File: src/rtl/core/ray_box_list_nearest_hit_unit_defines.svh
// Assertion macros for the box trace unit.
// The module that uses them provides clk and rst.
`ifndef RAY_BOX_LIST_NEAREST_HIT_UNIT_DEFINES_SVH
`define RAY_BOX_LIST_NEAREST_HIT_UNIT_DEFINES_SVH

`define RBNH_ASSERT(lbl, prop, msg) \
  lbl: assert property (@(posedge clk) disable iff (rst) (prop)) else $error(msg);

`define RBNH_ASSERT_IMP(lbl, ante, cons, msg) \
  lbl: assert property (@(posedge clk) disable iff (rst) (ante) |-> (cons)) else $error(msg);

`define RBNH_ASSERT_NXT(lbl, ante, cons, msg) \
  lbl: assert property (@(posedge clk) disable iff (rst) (ante) |=> (cons)) else $error(msg);

`endif

File: src/rtl/core/rbnh_pkg.sv
// ----------------------------------------------------------------------------
// rbnh_pkg
// Shared constants, state type and control structs of the box trace unit.
// ----------------------------------------------------------------------------
package rbnh_pkg;

  localparam int MAX_BOX_COUNT_DEF = 256;
  localparam int COORD_WIDTH_DEF   = 24;
  localparam int FRACTION_BITS_DEF = 16;

  localparam int IN_W     = 23;
  localparam int SLOT_W   = 8;
  localparam int CFG_W    = 9;
  localparam int S_DATA_W = 152;
  localparam int M_DATA_W = 104;
  localparam int FRAC_OUT_W = 17;

  localparam logic MODE_LOAD  = 1'b0;
  localparam logic MODE_TRACE = 1'b1;

  localparam logic [1:0] AXIS_X    = 2'd0;
  localparam logic [1:0] AXIS_Z    = 2'd2;
  localparam logic [1:0] AXIS_NONE = 2'd3;

  typedef enum logic [3:0] {
    ST_IDLE,
    ST_SCAN,
    ST_BOX,
    ST_AXIS,
    ST_DIV_MIN,
    ST_DIV_MAX,
    ST_NEXT,
    ST_COMMIT,
    ST_MUL,
    ST_ADD,
    ST_DONE
  } state_t;

  typedef struct packed {
    logic load_wr;
    logic trace_start;
    logic box_rd;
    logic box_init;
    logic axis_eval;
    logic div_start;
    logic div_sel;
    logic cap_t1;
    logic slab_upd;
    logic axis_check;
    logic axis_inc;
    logic axis_clr;
    logic box_commit;
    logic end_mul;
    logic end_add;
    logic out_load;
  } cmd_t;

  typedef struct packed {
    logic scan_done;
    logic d_zero;
    logic div_done;
    logic slab_fail;
    logic axis_last;
    logic out_free;
  } status_t;

endpackage

File: src/rtl/core/rbnh_ctrl.sv
// ----------------------------------------------------------------------------
// rbnh_ctrl
// Sequencer: box scan, per-axis slab steps, end point and result handoff.
// ----------------------------------------------------------------------------
module rbnh_ctrl (
  input  logic              clk,
  input  logic              rst,
  input  logic              s_tvalid,
  input  logic              mode,
  output logic              s_tready,
  input  rbnh_pkg::status_t status,
  output rbnh_pkg::cmd_t    cmd
);

  rbnh_pkg::state_t state, state_next;

  always_ff @(posedge clk) begin
    if (rst) begin
      state <= rbnh_pkg::ST_IDLE;
    end else begin
      state <= state_next;
    end
  end

  always_comb begin
    state_next = state;
    case (state)
      rbnh_pkg::ST_IDLE: begin
        if (s_tvalid && mode == rbnh_pkg::MODE_TRACE) begin
          state_next = rbnh_pkg::ST_SCAN;
        end
      end
      rbnh_pkg::ST_SCAN: begin
        state_next = status.scan_done ? rbnh_pkg::ST_MUL : rbnh_pkg::ST_BOX;
      end
      rbnh_pkg::ST_BOX: state_next = rbnh_pkg::ST_AXIS;
      rbnh_pkg::ST_AXIS: begin
        state_next = status.d_zero ? rbnh_pkg::ST_NEXT : rbnh_pkg::ST_DIV_MIN;
      end
      rbnh_pkg::ST_DIV_MIN: begin
        if (status.div_done) begin
          state_next = rbnh_pkg::ST_DIV_MAX;
        end
      end
      rbnh_pkg::ST_DIV_MAX: begin
        if (status.div_done) begin
          state_next = rbnh_pkg::ST_NEXT;
        end
      end
      rbnh_pkg::ST_NEXT: begin
        if (status.slab_fail || status.axis_last) begin
          state_next = rbnh_pkg::ST_COMMIT;
        end else begin
          state_next = rbnh_pkg::ST_AXIS;
        end
      end
      rbnh_pkg::ST_COMMIT: state_next = rbnh_pkg::ST_SCAN;
      rbnh_pkg::ST_MUL: state_next = rbnh_pkg::ST_ADD;
      rbnh_pkg::ST_ADD: begin
        state_next = status.axis_last ? rbnh_pkg::ST_DONE : rbnh_pkg::ST_MUL;
      end
      rbnh_pkg::ST_DONE: begin
        if (status.out_free) begin
          state_next = rbnh_pkg::ST_IDLE;
        end
      end
      default: state_next = rbnh_pkg::ST_IDLE;
    endcase
  end

  always_comb begin
    cmd      = '0;
    s_tready = 1'b0;
    case (state)
      rbnh_pkg::ST_IDLE: begin
        s_tready        = 1'b1;
        cmd.load_wr     = s_tvalid && mode == rbnh_pkg::MODE_LOAD;
        cmd.trace_start = s_tvalid && mode == rbnh_pkg::MODE_TRACE;
      end
      rbnh_pkg::ST_SCAN: begin
        cmd.box_rd   = !status.scan_done;
        cmd.axis_clr = status.scan_done;
      end
      rbnh_pkg::ST_BOX: cmd.box_init = 1'b1;
      rbnh_pkg::ST_AXIS: begin
        cmd.axis_eval = 1'b1;
        cmd.div_start = !status.d_zero;
        cmd.div_sel   = 1'b0;
      end
      rbnh_pkg::ST_DIV_MIN: begin
        cmd.cap_t1    = status.div_done;
        cmd.div_start = status.div_done;
        cmd.div_sel   = 1'b1;
      end
      rbnh_pkg::ST_DIV_MAX: cmd.slab_upd = status.div_done;
      rbnh_pkg::ST_NEXT: begin
        cmd.axis_check = 1'b1;
        cmd.axis_inc   = !(status.slab_fail || status.axis_last);
      end
      rbnh_pkg::ST_COMMIT: cmd.box_commit = 1'b1;
      rbnh_pkg::ST_MUL: cmd.end_mul = 1'b1;
      rbnh_pkg::ST_ADD: begin
        cmd.end_add  = 1'b1;
        cmd.axis_inc = !status.axis_last;
      end
      rbnh_pkg::ST_DONE: cmd.out_load = status.out_free;
      default: cmd = '0;
    endcase
  end

endmodule

File: config.mk
export PLATFORM = sky130hd
export DESIGN_NAME = rbnh_ctrl
export DESIGN_NICKNAME = d
export VERILOG_FILES = /design/src/rtl/core/ray_box_list_nearest_hit_unit_defines.svh /design/src/rtl/core/rbnh_pkg.sv /design/src/rtl/core/rbnh_ctrl.sv
export SDC_FILE = /design/constraint.sdc
export NUM_CORES = 1
export LEC_CHECK = 0
export BUFFER_PORTS_ARGS = -buffer_cell sky130_fd_sc_hd__buf_2
export CORE_MARGIN = 8
export CORE_UTILIZATION = 25
export CTS_BUF_LIST = sky130_fd_sc_hd__clkbuf_16
export CTS_CLUSTER_SIZE = 20
export DETAILED_ROUTE_END_ITERATION = 12
export PLACE_DENSITY_LB_ADDON = 0.1
export SKIP_LAST_GASP = 1
export SYNTH_ARGS = -nofsm -noshare
export SYNTH_HDL_FRONTEND = slang
export SYNTH_SLANG_ARGS = --single-unit
File: constraint.sdc
create_clock -name clk -period 1.16 [get_ports clk]
set_input_delay 0.116 -clock clk [delete_from_list [all_inputs] [get_ports clk]]
set_output_delay 0.116 -clock clk [all_outputs]
set_load 0.01 [all_outputs]
==> key figures <==
Place
  • Gpl congestion: 0.802
  • I/O Buffers: 26
  • Post-DP HPWL: around 1200 um

Setup path
  • R2R Path Start: state[1]
  • Critical path peak fanout: 8
  • Critical path startpoint: state[0]
  • Crit path kind: reg -> out
  • Worst setup SP type: register
  • Crit end category: output port
  • WP data required: 1.04 ns
  • Data arrival time of the worst path: 1.29 ns

Clocking
  • Clock Latency Late Sink: roughly 0.22 ns
  • Clock sinks: 4
  • Num CTS Buffers: 3
  • CTS tree: yes
  • Root buffer cell: clkbuf_16
  • CTS H-tree lvls: 1
  • Hold buffer count at CTS: 0
  • Worst-path clk slew: 0.03 ns
  • CTS max path bufs: 2

Logic synthesis
  • Seq cells post-synth: 4
  • Synth Instances: 63
  • Yosys warning total: 0
  • Post-Syn Area: slightly above 400 sq um
  • Yosys top cell area share: 0.193
  • Post-synth top area cell: dfxtp_1
  • Mean area per synthesized cell: roughly 6.6 sq um
  • Sequential-to-total area share from yosys stat: 0.193
  • Largest cells by area after synthesis: dfxtp_1, nor2_1, nand2b_1
  • Net Count, Synth: 73
  • Post-synthesis cell type count: 26

Floorplanning
  • Die width: around 57 um
  • # IOs: 27
  • Initial Util: 0.269
  • Die Y: 56.8 um
  • Core footprint: ~1500 sq um
  • Full die area: between 3000 and 4000 sq um
  • # rows: 14

Layout
  • P&R area growth vs syn: 154%
  • Most common cell after layout, fill and taps aside: buf_2
  • Share of cells above drive strength 1: 0.730
  • Max FFs per register: 4
  • Biggest register: state
  • Diode count: 0
  • Most frequent cells in the layout: buf_2, buf_6, buf_4, nor2_1
  • Top flop regs: state: 4 flops
  • Nets@finish: ~130

Detailed routing
  • Drt wl/cell: around 15 um
  • DR pass1 iterations: 4
  • Initial drt markers: 27
  • Vias per cell: 5.22
  • Remaining DRCs: 0
  • Remaining antenna violation count: 0
  • WL final: between 1500 and 2000 um
  • Vias post-DR: about 700

GRT
  • Gr usage total: 0.108
  • First-pass GRT wire length: a little under 3000 um
  • Number of global-route vias before repair: between 600 and 700
  • Largest net degree at the start of global routing: 9
  • Initial antenna violation count: 0
  • Total gr overflow: 0

STA
  • Clk_skew: ~0.0012 ns
  • Setup violations, final: 19
  • RSZ-0062 raised after global routing: true
  • Actual slew at the worst max-slew pin: between 0.2 and 0.3 ns
  • Final TNS setup: -2.75 ns
  • Period minus WS final: approximately 1.4 ns
  • Post-route clock period utilization: 1.21
  • F_max: approximately 710 MHz
  • Worst hold-check slack: 0.131 ns
  • Final Max Tran Viols: 0
  • Slew HR: 0.811
  • Final Worst Setup Slack: -0.245 ns
  • Final Hold Fails: 0

Min path
  • Hold Path Origin: rst
  • Hold Crit Class: in -> reg

Pwr
  • PwrDens: between 1500 and 2000 nW/um^2
  • Worst vdd ir: between 0.001 and 0.0015 V
  • Overall Power: about 1.6 mW
  • P_leak: 0.510 nW

Run status
  • Failing checks: setup timing
  • Status: complete, but fails checks

Job
  • Max Cap Viol: 0
final cells by class:
| class | instances | area (sq um) |
|---|---|---|
| clock buffer | 3 | 75.1 |
| fill | 118 | 485 |
| inverter | 3 | 11.3 |
| tap | 16 | 20.0 |
| sequential | 4 | 95.1 |
| multi-input combinational | 52 | 443 |
| timing repair buffer | 53 | 412 |
worst paths after layout:
check,depth (start not counted),slack [ns],endpoint
worst max-delay path,5,-0.25,cmd[10]
worst min-delay path,2,0.13,state[0]
worst max register to register,6,-0.23,state[0]
worst min register to register,2,0.64,state[2]
critical path: stages, from the launching register on:
cell and delay [ns]:
dfxtp_4 0.41, buf_4 0.13, buf_6 0.10, nand2b_4 0.06, o32ai_2 0.19, buf_2 0.17
cell usage after synthesis (all sizes together):
cell	count
nand2b	5
nor3	5
nor2	13
nand4	1
o21ai	2
a221oi	1
a211o	1
nand2	7
a22oi	1
a31oi	1
and3	3
buf	4
o2bb2ai	1
or2	1
a21oi	3
nor4	2
a32oi	1
a311oi	1
dfxtp	4
nor2b	1
o21bai	1
o32ai	1
inv	3
kinds of logic after synthesis:
| kind of cell | Yosys count | share of synthesized area |
|---|---|---|
| AO/OA/AOI/OAI | 14 | 0.247 |
| flip-flops | 4 | 0.193 |
| buffers and inverters | 7 | 0.0873 |
| AND/OR/NAND/NOR | 38 | 0.473 |
through the flow:
step	setup slack [ns]	area, sq um	std cells	utilization
2_1_floorplan	-0.0254	442	63	-
3_3_place_gp	-0.150	658	115	0.427
3_5_place_dp	-0.143	658	115	0.427
4_1_cts	-0.225	923	126	0.599
5_1_grt	-0.291	1060	131	0.685
6_report	-0.245	1060	131	0.685
repair_timing:
item	in CTS	in global routing
setup buffers	8	5
pin swaps	8	11
resized for setup	31	20
gates cloned	0	0
endpoints found under the setup margin	20	20
layer usage:
metal | part of all wire | global-route usage | vias to the layer above
li1 | - | - | 332
met1 | 0.40 | 0.112 | 327
met2 | 0.54 | 0.204 | 25
met3 | 0.059 | 0.0270 | 0
met4 | 0 | 0.0302 | 0
met5 | 0 | 0 | -
power breakdown:
part           switching, mW  leakage, nW  internal, mW  total, mW
Combinational          0.359        0.437         0.470      0.829
Clock                 0.0954       0.0370         0.440      0.536
Sequential            0.0722       0.0356         0.169      0.241
Note: power is estimated with default switching activity, not from simulation.
